===== config.mk =====
export PLATFORM = sky130hd
export DESIGN_NAME = llp_ctrl
export DESIGN_NICKNAME = d
export VERILOG_FILES = /design/src/design/llp_pkg.sv /design/src/design/llp_ctrl.sv
export SDC_FILE = /design/constraint.sdc
export NUM_CORES = 1
export LEC_CHECK = 0
export ABC_AREA = 1
export CAP_MARGIN = 20
export CORE_AREA = 2 2 39 41
export DETAILED_ROUTE_END_ITERATION = 10
export DIE_AREA = 0 0 41 43
export DONT_BUFFER_PORTS = 1
export GPL_TIMING_DRIVEN = 0
export PLACE_DENSITY = 0.59
export SKIP_CTS_REPAIR_TIMING = 1
export SYNTH_ARGS = -nofsm -noshare
export SYNTH_HDL_FRONTEND = slang
export SYNTH_SLANG_ARGS = --single-unit

===== constraint.sdc =====
create_clock -name clk -period 1.52 [get_ports clk]
set_clock_uncertainty 0.15 [all_clocks]
set_input_delay 0.304 -clock clk [delete_from_list [all_inputs] [get_ports clk]]
set_output_delay 0.304 -clock clk [all_outputs]
set_load 0.02 [all_outputs]

===== src/design/llp_pkg.sv =====
`timescale 1ns / 1ps
package llp_pkg;
  localparam int DEF_MAX_TERMINALS    = 32;
  localparam int DEF_MAX_NONTERMINALS = 32;
  localparam int DEF_MAX_RULE_LENGTH  = 8;
  localparam int DEF_STACK_DEPTH      = 64;

  localparam logic [1:0] CMD_RULE_SYM = 2'd0;
  localparam logic [1:0] CMD_CELL_LEN = 2'd1;
  localparam logic [1:0] CMD_START    = 2'd2;
  localparam logic [1:0] CMD_TOKEN    = 2'd3;

  localparam logic [2:0] ST_OK       = 3'd0;
  localparam logic [2:0] ST_ACCEPT   = 3'd1;
  localparam logic [2:0] ST_MISMATCH = 3'd2;
  localparam logic [2:0] ST_NORULE   = 3'd3;
  localparam logic [2:0] ST_UNKNOWN  = 3'd4;
  localparam logic [2:0] ST_OVERFLOW = 3'd5;
  localparam logic [2:0] ST_IDLE     = 3'd6;
  localparam logic [2:0] ST_LIMIT    = 3'd7;

  localparam logic [7:0] REG_TCOUNT = 8'd0;
  localparam logic [7:0] REG_NCOUNT = 8'd1;
  localparam logic [7:0] REG_START  = 8'd2;
  localparam logic [7:0] REG_LIMIT  = 8'd3;

  localparam logic [5:0] RST_TCOUNT = 6'd32;
  localparam logic [5:0] RST_NCOUNT = 6'd32;
  localparam logic [4:0] RST_START  = 5'd0;
  localparam logic [7:0] RST_LIMIT  = 8'd64;

  localparam logic [5:0] END_MARK = 6'd0;

  typedef struct packed {
    logic       latch_in;
    logic       tbl_write;
    logic       stk_init0;
    logic       stk_init1;
    logic       cell_rd;
    logic       push_wr;
    logic       clr_wr;
    logic       pop;
    logic       load_i;
    logic       exp_inc;
    logic       emit;
    logic       end_parse;
    logic [2:0] emit_status;
  } llp_cmd_t;

  typedef struct packed {
    logic [1:0] cmd;
    logic       active;
    logic       tok_bad;
    logic       sp_zero;
    logic       top_is_nt;
    logic       top_bad;
    logic       top_mismatch;
    logic       top_end;
    logic       limit_hit;
    logic       no_rule;
    logic       overflow;
    logic       i_zero;
    logic       clr_done;
  } llp_sts_t;
endpackage


===== src/design/llp_ctrl.sv =====
`timescale 1ns / 1ps
module llp_ctrl (
  input  logic              clk,
  input  logic              rst_n,
  input  logic              start,
  output logic              busy,
  input  llp_pkg::llp_sts_t sts,
  output llp_pkg::llp_cmd_t cmd
);
  import llp_pkg::*;

  localparam logic [3:0] S_CLR   = 4'd0;
  localparam logic [3:0] S_IDLE  = 4'd1;
  localparam logic [3:0] S_DISP  = 4'd2;
  localparam logic [3:0] S_INIT  = 4'd3;
  localparam logic [3:0] S_READ  = 4'd4;
  localparam logic [3:0] S_TOP   = 4'd5;
  localparam logic [3:0] S_CELL  = 4'd6;
  localparam logic [3:0] S_PUSH  = 4'd7;
  localparam logic [3:0] S_PUSHW = 4'd8;

  logic [3:0] state_r, state_nxt;

  always_comb begin
    state_nxt = state_r;
    cmd       = '0;
    unique case (state_r)
      S_CLR: begin
        cmd.clr_wr = 1'b1;
        if (sts.clr_done) state_nxt = S_IDLE;
      end
      S_IDLE: begin
        if (start) begin
          cmd.latch_in = 1'b1;
          state_nxt    = S_DISP;
        end
      end
      S_DISP: begin
        state_nxt = S_IDLE;
        priority if (sts.cmd == CMD_RULE_SYM || sts.cmd == CMD_CELL_LEN) begin
          cmd.tbl_write   = 1'b1;
          cmd.emit        = 1'b1;
          cmd.emit_status = ST_OK;
        end else if (sts.cmd == CMD_START) begin
          cmd.stk_init0 = 1'b1;
          state_nxt     = S_INIT;
        end else if (!sts.active) begin
          cmd.emit        = 1'b1;
          cmd.emit_status = ST_IDLE;
        end else if (sts.tok_bad) begin
          cmd.emit        = 1'b1;
          cmd.end_parse   = 1'b1;
          cmd.emit_status = ST_UNKNOWN;
        end else begin
          state_nxt = S_READ;
        end
      end
      S_INIT: begin
        cmd.stk_init1   = 1'b1;
        cmd.emit        = 1'b1;
        cmd.emit_status = ST_OK;
        state_nxt       = S_IDLE;
      end
      S_READ: begin
        if (sts.sp_zero) begin
          cmd.emit        = 1'b1;
          cmd.end_parse   = 1'b1;
          cmd.emit_status = ST_MISMATCH;
          state_nxt       = S_IDLE;
        end else begin
          state_nxt = S_TOP;
        end
      end
      S_TOP: begin
        state_nxt     = S_IDLE;
        cmd.emit      = 1'b1;
        cmd.end_parse = 1'b1;
        priority if (sts.top_bad) begin
          cmd.emit_status = ST_UNKNOWN;
        end else if (!sts.top_is_nt && sts.top_mismatch) begin
          cmd.emit_status = ST_MISMATCH;
        end else if (!sts.top_is_nt && sts.top_end) begin
          cmd.emit_status = ST_ACCEPT;
        end else if (!sts.top_is_nt) begin
          cmd.end_parse   = 1'b0;
          cmd.pop         = 1'b1;
          cmd.emit_status = ST_OK;
        end else if (sts.limit_hit) begin
          cmd.emit_status = ST_LIMIT;
        end else begin
          cmd.emit      = 1'b0;
          cmd.end_parse = 1'b0;
          cmd.cell_rd   = 1'b1;
          state_nxt     = S_CELL;
        end
      end
      S_CELL: begin
        priority if (sts.no_rule) begin
          cmd.emit        = 1'b1;
          cmd.end_parse   = 1'b1;
          cmd.emit_status = ST_NORULE;
          state_nxt       = S_IDLE;
        end else if (sts.overflow) begin
          cmd.emit        = 1'b1;
          cmd.end_parse   = 1'b1;
          cmd.emit_status = ST_OVERFLOW;
          state_nxt       = S_IDLE;
        end else begin
          cmd.pop    = 1'b1;
          cmd.load_i = 1'b1;
          state_nxt  = S_PUSH;
        end
      end
      S_PUSH: begin
        if (sts.i_zero) begin
          cmd.exp_inc = 1'b1;
          state_nxt   = S_READ;
        end else begin
          state_nxt = S_PUSHW;
        end
      end
      S_PUSHW: begin
        cmd.push_wr = 1'b1;
        state_nxt   = S_PUSH;
      end
      default: begin
        state_nxt = S_IDLE;
      end
    endcase
  end

  always_ff @(posedge clk) begin
    if (!rst_n) begin
      state_r <= S_CLR;
    end else begin
      state_r <= state_nxt;
    end
  end

  assign busy = state_r != S_IDLE;
endmodule

[Word-level counts from Yosys, hierarchy flattened]
Cells that the tools add are included.
Operators by class
  reduce and logical (&&, ||, !) cells: 7
  mux-type cells: 65
  bitwise logic cells: 0
  divide/modulo/power cells: 0
  $lt $le $gt $ge: 0
  multipliers: 0
  shift operators: 0
  equal/unequal tests: 13
  add/sub/neg operators: 0
Operators by type and width (number)
  3-bit 2-to-1 mux: 17
  4-bit case mux with 8 select lines: 1
  1-bit 2-to-1 mux: 26
  5-bit 2-to-1 mux: 5
  4-bit 2-to-1 mux: 5
  4-bit by 3-bit == test with 1-bit output, second input constant: 4
  2-bit 2-to-1 mux: 7
  3-bit case mux with 4 select lines: 1
  4-bit by 2-bit == test with 1-bit output, second input constant: 2
  1-bit case mux with 5 select lines: 1
  4-bit by 1-bit == test with 1-bit output, second input constant: 1
  4-bit == test, second input constant: 1
  4-bit zero test: 1
  2-bit != test, second input constant: 2
  4-bit by 1-bit != test with 1-bit output, second input constant: 1
  1-bit case mux with 4 select lines: 1
  2-bit by 1-bit == test with 1-bit output, second input constant: 1
  2-bit == test, second input constant: 1
  1-bit logical AND: 2
  2-bit zero test: 1
  1-bit case mux with 2 select lines: 1
  2-bit AND reduction: 1
  1-bit zero test: 1
  1-bit logical OR: 1
Word-level totals
  output and inout bits: 16
  bits in latches: 0
  bits in writable memories: 0
  logic and storage cells: 86
  bits in registers: 4
  memories: 0
  memory bits (read-only): 0
  bits of input ports: 17

[Longest topological paths before layout]
Gate-level depths: netlist of run 1.
  depth in word-level cells: 6
  gate-level depth with buffers: 9
  depth with buffers taken out: 9

[Worst setup path after synthesis of run 1]
OpenSTA, ideal clock, no wires.
  path kind: reg-to-output
  start: reg state_r[3]
  end: out cmd[7] (netlist name)
  slack: -160 ps
  required time: 1066 ps
  arrival time: 1226 ps
  buffers on the path: 0
  stages on the path, launching flop included: 6
  cells stage by stage: dfxtp_1 inv_2 nand2_2 nor2_4 nand3_1 o21ai_0
RTL lines
  start, declared: RTL line llp_ctrl.sv:22  | logic [3:0] state_r, state_nxt;
  start signal, assigned: RTL line llp_ctrl.sv:136  | state_r <= state_nxt;
  end, declared: RTL line llp_ctrl.sv:8  | output llp_pkg::llp_cmd_t cmd

==> run metrics, run 1 <==
outcome=finished with violations; failing checks=negative setup slack; Hold EP=state_r[0]; vias per inst=5.05; Crit path max-delay family=simple AND/OR/NAND/NOR gates; Hold Path Stages=2; leakage power=0.399 nW; Arrival @ worst endpoint=1.28 ns; DR pass1 iterations=2; Synth area leader=nand2_1; CP Class=flip-flop to primary output; top cell type's share of synthesized area=23.6%; DR DRC count=0; Largest regs=state_r: 4 flops; maximum vdd drop=0.000608 V; Core ar.=1380 sq um; CP Buf/Inv Count=1; Synth warnings=0; I/O pin cnt=33; Fin. Hold Viols=0; worst slew pin tran=0.405 ns; Clk pin slew, worst setup/hold paths=0.04 ns; worst slack, placed=-0.104 ns; die area=1760 sq um; total power=0.000421 W; register area=95.1 sq um; largest cells by area after synthesis=nand2_1 24%, nor2_1 16%, dfxtp_1 14%, inv_1 12%, nand3_1 9.6%; Final Non-Filler Cells=139; worst-skew pair later-pin latency=0.24 ns; CTS max path bufs=2; Reg with most FFs=state_r; Starting Density=41.3%; post-route cell area=826 sq um; Yosys reg bits=4; HP Start=rst_n; final setup vio count=14; max reg flops=4; fraction of layout cells with a size suffix above 1=36.6%; HP Class=input port to flip-flop; vias after detailed routing=702; headroom to the max-slew limit=72.9%; Final Util=59.7%; All-Layer GR Usage=16.8%; Die Height=43 um; syn avg cell area=4.93 sq um; CTS tree=built; routability cong.=0.815; CP max stage delay=0.37 ns; Final Max Tran Viols=0; worst r2r dst=state_r[0]; footprint of the multi-input gates=568 sq um; critical path cell sequence=inv_2 -> nand2_4 -> nor2_4 -> a21oi_2 -> nand4_1; first-pass GRT wire length=2060 um; crit path launch type=flip-flop; crit end category=primary output; average routed wire per standard cell=11.7 um; drt total wl=1620 um; Mapped Nets=133; Worst Reg2Reg Path Length in Cells=8; Port Buf Inserts=0; crit-path max FO=4; Mapped Area=572 sq um; # rows=14; Inst Count DP=132; fin crit period=1.74 ns; reg2reg setup slack=0.06 ns; global route overflow=0; Tcrit/Tclk final=114%; # fillers=153; synth-to-layout area growth=44.4%; post-route ant nets=0; CP max stage cell=dfxtp_4; PnR worst setup slack=-0.215 ns; largest net degree at the start of global routing=8; n_diodes=0; reg2reg start=state_r[0]; Placed Instance Area=597 sq um; Pwr Density=510 nW/um^2; initial antenna violation count=0; max frequency=576 MHz; Initial DRC Count=4; Gate Count Post-Synth=116; clk sinks=4; RSZ-0062 raised after global routing=yes; via count of the first global-routing pass=553; Max Cap Viol=0; post-DP HPWL=1190 um; worst path required time=1.07 ns; Netlist cell types=14; register area share after synthesis=14.0%; Inserted Clock Buffers=3; H-tree lvl count=1; # nets final=142; clock root buffer master=clkbuf_4; Die W=41 um
how the worst max path moves through the flow:
stage	startpoint	endpoint	slack [ns]	depth (start not counted)
final	state_r[2]	cmd[4]	-0.22	5
after global routing	state_r[1]	cmd[7]	-0.26	5
after CTS	state_r[3]	cmd[7]	-0.37	5
after detailed placement	state_r[3]	cmd[7]	-0.10	5
after global placement	state_r[0]	cmd[7]	-0.10	4
after floorplan	state_r[3]	cmd[7]	-0.01	5
kinds of logic after synthesis:
family	share of synthesized area (%)
compound gates	5.25
simple gates	67.6
buf+inv	13.1
flops	14.0
worst register-to-register path: cells and delay by family (launching register included):
family / cells / cell delay [ns]
buf+inv: 1 / 0.09
flops: 1 / 0.37
simple gates: 7 / 0.76
routing by layer:
metal	wire, um	global-route usage (%)	up-vias	share of wire [%]
met5	0	0	-	0
met4	0	4.00	0	0
met3	92	6.28	0	5.7
met2	818	23.8	20	50
met1	712	23.5	304	44
li1	-	-	378	-
stage by stage:
step	hold WS [ns]	setup TNS [ns]
2_1_floorplan	0.233	-0.0122
3_3_place_gp	0.238	-0.516
3_5_place_dp	0.238	-0.583
4_1_cts	-0.0140	-3.56
5_1_grt	0.0255	-2.66
6_report	0.0378	-1.81
cell usage after synthesis:
cell / n
nor2_1: 24
nand3_1: 11
nand3b_1: 2
inv_2: 1
nand2_1: 36
nor2_2: 2
nor4_1: 1
dfxtp_1: 4
nand2_2: 3
nand4_1: 5
o21ai_0: 5
a21oi_1: 1
inv_1: 19
nor2_4: 2
layout make-up:
type                       count  area share [%]
timing repair buffer           4            3.94
multi-input combinational     92            68.8
tap                           16            2.42
clock buffer                   3            2.73
inverter                      20            10.6
sequential                     4            11.5
power breakdown:
part / internal [W] / switching, W / leakage (nW) / total, W
sequential: 0.000109 / 0.0000181 / 0.0355 / 0.000128
clock: 0.0000885 / 0.0000467 / 0.0138 / 0.000135
combinational: 0.0000480 / 0.000111 / 0.350 / 0.000159
total: 0.000246 / 0.000176 / 0.399 / 0.000421
cells in the final DEF (no fill, tap or decap), drive strengths merged:
master / instances
nand4: 5
buf: 3
inv: 20
o21ai: 5
dfxtp: 4
nand3: 11
nor2: 28
a21oi: 1
nand2: 39
nand3b: 2
clkbuf: 3
dlygate4sd3: 1
nor4: 1
No activity file was read; power rests on OpenSTA's default activity.
==> inputs of run 2 (changes only) <==
==> constraint.sdc (replaced) <==
create_clock -name clk -period 1.88 [get_ports clk]
set_clock_uncertainty 0.15 [all_clocks]
set_input_delay 0.376 -clock clk [delete_from_list [all_inputs] [get_ports clk]]
set_output_delay 0.376 -clock clk [all_outputs]
set_load 0.02 [all_outputs]
==> run 2 against run 1 <==
The flow now finishes without violations. Sequential cell count stayed put. Routed wire length down 8.4%. Clock-buffer cell count unchanged. Final area shrank 14%. Worst hold slack gained 0.014 ns. Critical path depth stayed put. Largest power group unchanged. Non-clock buffer count is 4 lower. Via count fell by 2.3%. Combinational power is 28% lower. Final cell count is 2.9% lower. Power down 23%. Clock power decreased by 18%.
==> run metrics, run 2 (synthesis gave the netlist of run 1 again) <==
global route overflow=0; fraction of layout cells with a size suffix above 1=25.2%; Hold Path Stages=1; crit-path max FO=7; routability cong.=0.792; maximum vdd drop=0.000323 V; Final Max Tran Viols=0; Pwr Density=457 nW/um^2; max reg flops=4; fin crit period=1.82 ns; # nets final=138; DR DRC count=0; post-route cell area=713 sq um; outcome=finished clean; CP max stage delay=0.34 ns; HP Class=input port to flip-flop; worst slew pin tran=0.512 ns; All-Layer GR Usage=18.2%; Clk pin slew, worst setup/hold paths=0.04 ns; die area=1760 sq um; vias per inst=5.08; Fin. Hold Viols=0; Worst Reg2Reg Path Length in Cells=8; first-pass GRT wire length=2260 um; synth-to-layout area growth=24.7%; drt total wl=1490 um; CTS max path bufs=2; n_diodes=0; Max Cap Viol=0; PnR worst setup slack=0.0555 ns; # fillers=160; RSZ-0062 raised after global routing=yes; leakage power=0.368 nW; worst-skew pair later-pin latency=0.24 ns; CP Class=flip-flop to primary output; post-DP HPWL=1210 um; Port Buf Inserts=0; initial antenna violation count=0; Initial DRC Count=9; Arrival @ worst endpoint=1.30 ns; H-tree lvl count=1; crit end category=primary output; Tcrit/Tclk final=97.0%; average routed wire per standard cell=11.0 um; worst path required time=1.35 ns; # rows=14; headroom to the max-slew limit=65.7%; post-route ant nets=0; Die Height=43 um; CTS tree=built; Inst Count DP=132; crit path launch type=flip-flop; CP max stage cell=dfxtp_2; Die W=41 um; DR pass1 iterations=4; most common cell after layout, fill and taps aside=nand2_1; largest net degree at the start of global routing=8; Core ar.=1380 sq um; final setup vio count=0; max frequency=548 MHz; Placed Instance Area=592 sq um; Final Non-Filler Cells=135; Starting Density=41.3%; Largest regs=state_r: 4 flops; worst slack, placed=0.00920 ns; clk sinks=4; via count of the first global-routing pass=610; Reg with most FFs=state_r; vias after detailed routing=686; Final Util=51.5%; Inserted Clock Buffers=3; clock root buffer master=clkbuf_4; critical path cell sequence=inv_2 -> nand2_4 -> nor2_4 -> nand3_2 -> o21ai_4; I/O pin cnt=33; most frequent cells in the layout=31 x nand2_1, 21 x nor2_1, 17 x inv_1
[run 2: changes by cell type in the layout (fill, tap and decap cells not counted), moves of 2 or more]
| cell | before | now |
|---|---|---|
| nand2_2 | 4 | 6 |
| nand3_1 | 6 | 9 |
| inv_4 | 3 | 0 |
| buf_4 | 3 | 0 |
| inv_1 | 12 | 17 |
| nand3_2 | 4 | 2 |
| nor2_1 | 18 | 21 |
| nor2_2 | 3 | 1 |
[run 2: worst paths after layout]
check / from / to / slack [ns]
setup reg to reg: state_r[0] / state_r[0] / 0.32
setup / recovery: state_r[3] / cmd[7] / 0.06
hold reg to reg: state_r[2] / state_r[3] / 0.42
hold / removal: sts[1] / state_r[3] / 0.05
[run 2: routing by layer]
metal  part of all wire [%]  track usage, %  vias up
li1                       -               -      372
met1                     46            25.8      288
met2                     45            25.3       24
met3                    8.1            7.33        2
met4                   0.67            4.00        0
met5                      0               0        -
[run 2: area by class of cell]
cell class / instances / area, sq um / area share, %
Clock buffer: 3 / 22.5 / 3.16
Sequential cell: 4 / 92.6 / 13.0
Multi-Input combinational cell: 92 / 503 / 70.5
Inverter: 20 / 75.1 / 10.5
Tap cell: 16 / 20.0 / 2.81
[run 2: metrics by stage]
step                setup TNS, ns  hold slack, ns  power (W)
finish                          0          0.0518   0.000326
global route              -0.0571          0.0509   0.000354
CTS                        -0.806          0.0560   0.000313
detailed placement              0           0.309   0.000200
global placement                0           0.310   0.000200
floorplan                       0           0.304   0.000185
[run 2: power breakdown]
| part | internal, W | switching, W |
|---|---|---|
| clock | 0.0000716 | 0.0000390 |
| combinational | 0.0000333 | 0.0000811 |
| sequential | 0.0000898 | 0.0000114 |
[run 2: worst max-delay path: cells and delay by family (launching register included)]
kind / cells / cell delay (ns)
AO/OA/AOI/OAI: 1 / 0.23
buffers and inverters: 1 / 0.08
flip-flops: 1 / 0.34
AND/OR/NAND/NOR: 3 / 0.40
==> inputs of run 3 (changes only) <==
--- a/config.mk
+++ b/config.mk
@@ -5,14 +5,13 @@
 export SDC_FILE = /design/constraint.sdc
 export NUM_CORES = 1
 export LEC_CHECK = 0
-export ABC_AREA = 1
-export CAP_MARGIN = 20
+export CAP_MARGIN = 15
 export CORE_AREA = 2 2 39 41
 export DETAILED_ROUTE_END_ITERATION = 10
 export DIE_AREA = 0 0 41 43
 export DONT_BUFFER_PORTS = 1
 export GPL_TIMING_DRIVEN = 0
-export PLACE_DENSITY = 0.59
+export PLACE_DENSITY = 0.63
 export SKIP_CTS_REPAIR_TIMING = 1
 export SYNTH_ARGS = -nofsm -noshare
 export SYNTH_HDL_FRONTEND = slang
==> run 3 against run 2 <==
The run now ends with negative setup slack left. Core utilization increased by 20 points. Clock power barely moved. Sequential power shrank 9.7%. Critical path type unchanged. Global-route usage grew 1.8 points. Largest power group is now the clock network.
==> run metrics, run 3 <==
average routed wire per standard cell=18.0 um; Gate Count Post-Synth=86; synth-to-layout area growth=61.1%; Core ar.=1380 sq um; setup_tns=-0.771 ns; clk sinks=4; n_diodes=0; Reg with most FFs=state_r; Die Height=43 um; post-route ant nets=0; crit path launch type=flip-flop; maximum vdd drop=0.000322 V; vias after detailed routing=779; Yosys reg bits=4; routability cong.=0.774; WL met2=1100 um; Worst Reg2Reg Path Length in Cells=5; DR WL met3=145 um; largest cells by area after synthesis=dfxtp_1 13%, mux2i_1 4.9%, nor2_1 4.9%, nor4b_2 4.9%, and3_1 4.0%; M1 wire length=910 um; worst-skew pair later-pin latency=0.24 ns; fraction of layout cells with a size suffix above 1=56.2%; die area=1760 sq um; register area share after synthesis=13.0%; Largest regs=state_r: 4 flops; Synth top cells by count=8 x nor2_1, 5 x inv_1; crit end category=primary output; critical path cell sequence=buf_8 -> nor2_4 -> nand3_2 -> or3b_4 -> o221ai_4; Die W=41 um; global route overflow=0; Synth area leader=dfxtp_1; post-DP HPWL=1230 um; CP Depth=5; Arrival @ worst endpoint=1.52 ns; Netlist cell types=41; CP max stage cell=or3b_4; worst path required time=1.35 ns; worst r2r dst=state_r[0]; max frequency=489 MHz; CTS max path bufs=2; # nets final=124; fin crit period=2.04 ns; initial antenna violation count=0; CP max stage delay=0.42 ns; Final Non-Filler Cells=121; Synth warnings=0; Tcrit/Tclk final=109%; Mapped Area=618 sq um; vias per inst=6.44; Pwr Density=305 nW/um^2; first-pass GRT wire length=2490 um; I/O pin cnt=33; Max Cap Viol=0; H-tree lvl count=1; Mapped Nets=103; Inserted Clock Buffers=3; All-Layer GR Usage=20.0%; headroom to the max-slew limit=57.4%; # rows=14; HP Class=input port to flip-flop; crit-path max FO=10; CTS tree=built; most common flop cell mapped by yosys=dfxtp_1; Inst Count DP=102; drt total wl=2180 um; asr flop ratio synth=0%; Initial DRC Count=7; Clk pin slew, worst setup/hold paths=0.04 ns; worst slew pin tran=0.637 ns; leakage power=0.422 nW; crit path from=state_r[0]; Crit path max-delay family=simple AND/OR/NAND/NOR gates; CP Buf/Inv Count=1; top cell type's share of synthesized area=13.0%; clock root buffer master=clkbuf_4; failing checks=negative setup slack; PnR worst setup slack=-0.164 ns; RSZ-0062 raised after global routing=yes; final setup vio count=7; worst slack, placed=-0.135 ns; via count of the first global-routing pass=592; most frequent cells in the layout=15 x buf_4, 5 x nor2_1, 4 x buf_6, 4 x inv_1; largest net degree at the start of global routing=11; Fin. Hold Viols=0; Port Buf Inserts=0; DR pass1 iterations=4; syn avg cell area=7.19 sq um; reg2reg setup slack=0.07 ns; max reg flops=4; Final Max Tran Viols=0; reg2reg start=state_r[1]; Post-synth EDFFs=0; DR DRC count=0; most frequent cell after synthesis=nor2_1; most common cell after layout, fill and taps aside=buf_4; CP Class=flip-flop to primary output; Starting Density=44.7%; outcome=finished with violations; top layer in use=met4; worst setup path endpoint=cmd[2]
-- run 3: power by group --
group / leakage, nW / internal (W) / switching [W]
Clock: 0.0138 / 0.0000716 / 0.0000377
Combinational: 0.374 / 0.0000494 / 0.0000538
Sequential: 0.0346 / 0.0000868 / 0.00000438
Total: 0.422 / 0.000208 / 0.0000958
-- run 3: final cells by class --
class	instances	area [sq um]
Multi-Input combinational cell	71	649
Inverter	5	18.8
Timing Repair Buffer	16	130
Sequential cell	4	87.6
Buffer	6	67.6
Fill cell	105	388
Tap cell	16	20.0
Clock buffer	3	22.5
-- run 3: worst min-delay path by stage --
stage	cells past startpoint	from	slack, ns	end
2_1_floorplan	1	sts[1]	0.30	state_r[3]
4_1_cts	1	sts[1]	0.06	state_r[3]
3_5_place_dp	1	sts[1]	0.31	state_r[3]
3_3_place_gp	1	sts[1]	0.31	state_r[3]
6_report	1	sts[1]	0.06	state_r[3]
5_1_grt	1	sts[1]	0.06	state_r[3]
-- run 3: cells by family after synthesis --
group           count (synthesis)  synth area share [%]
compound gates                 24                  27.9
flops                           4                  13.0
simple gates                   44                  45.5
mux                             3                  4.86
buf+inv                        11                  8.70
-- run 3: layer usage --
layer / vias up / track usage, %
li1: 357 / -
met1: 381 / 28.5
met2: 37 / 29.1
met3: 4 / 2.62
met4: 0 / 8.00
met5: - / 0
-- run 3: through the flow --
| step | cell area [sq um] | hold WS [ns] | utilization, % | total power [W] |
|---|---|---|---|---|
| floorplan | 624 | 0.302 | - | 0.000148 |
| global placement | 644 | 0.310 | 46.6 | 0.000157 |
| detailed placement | 644 | 0.309 | 46.6 | 0.000157 |
| CTS | 667 | 0.0619 | 48.2 | 0.000268 |
| global route | 996 | 0.0627 | 72.0 | 0.000321 |
| finish | 996 | 0.0599 | 72.0 | 0.000304 |
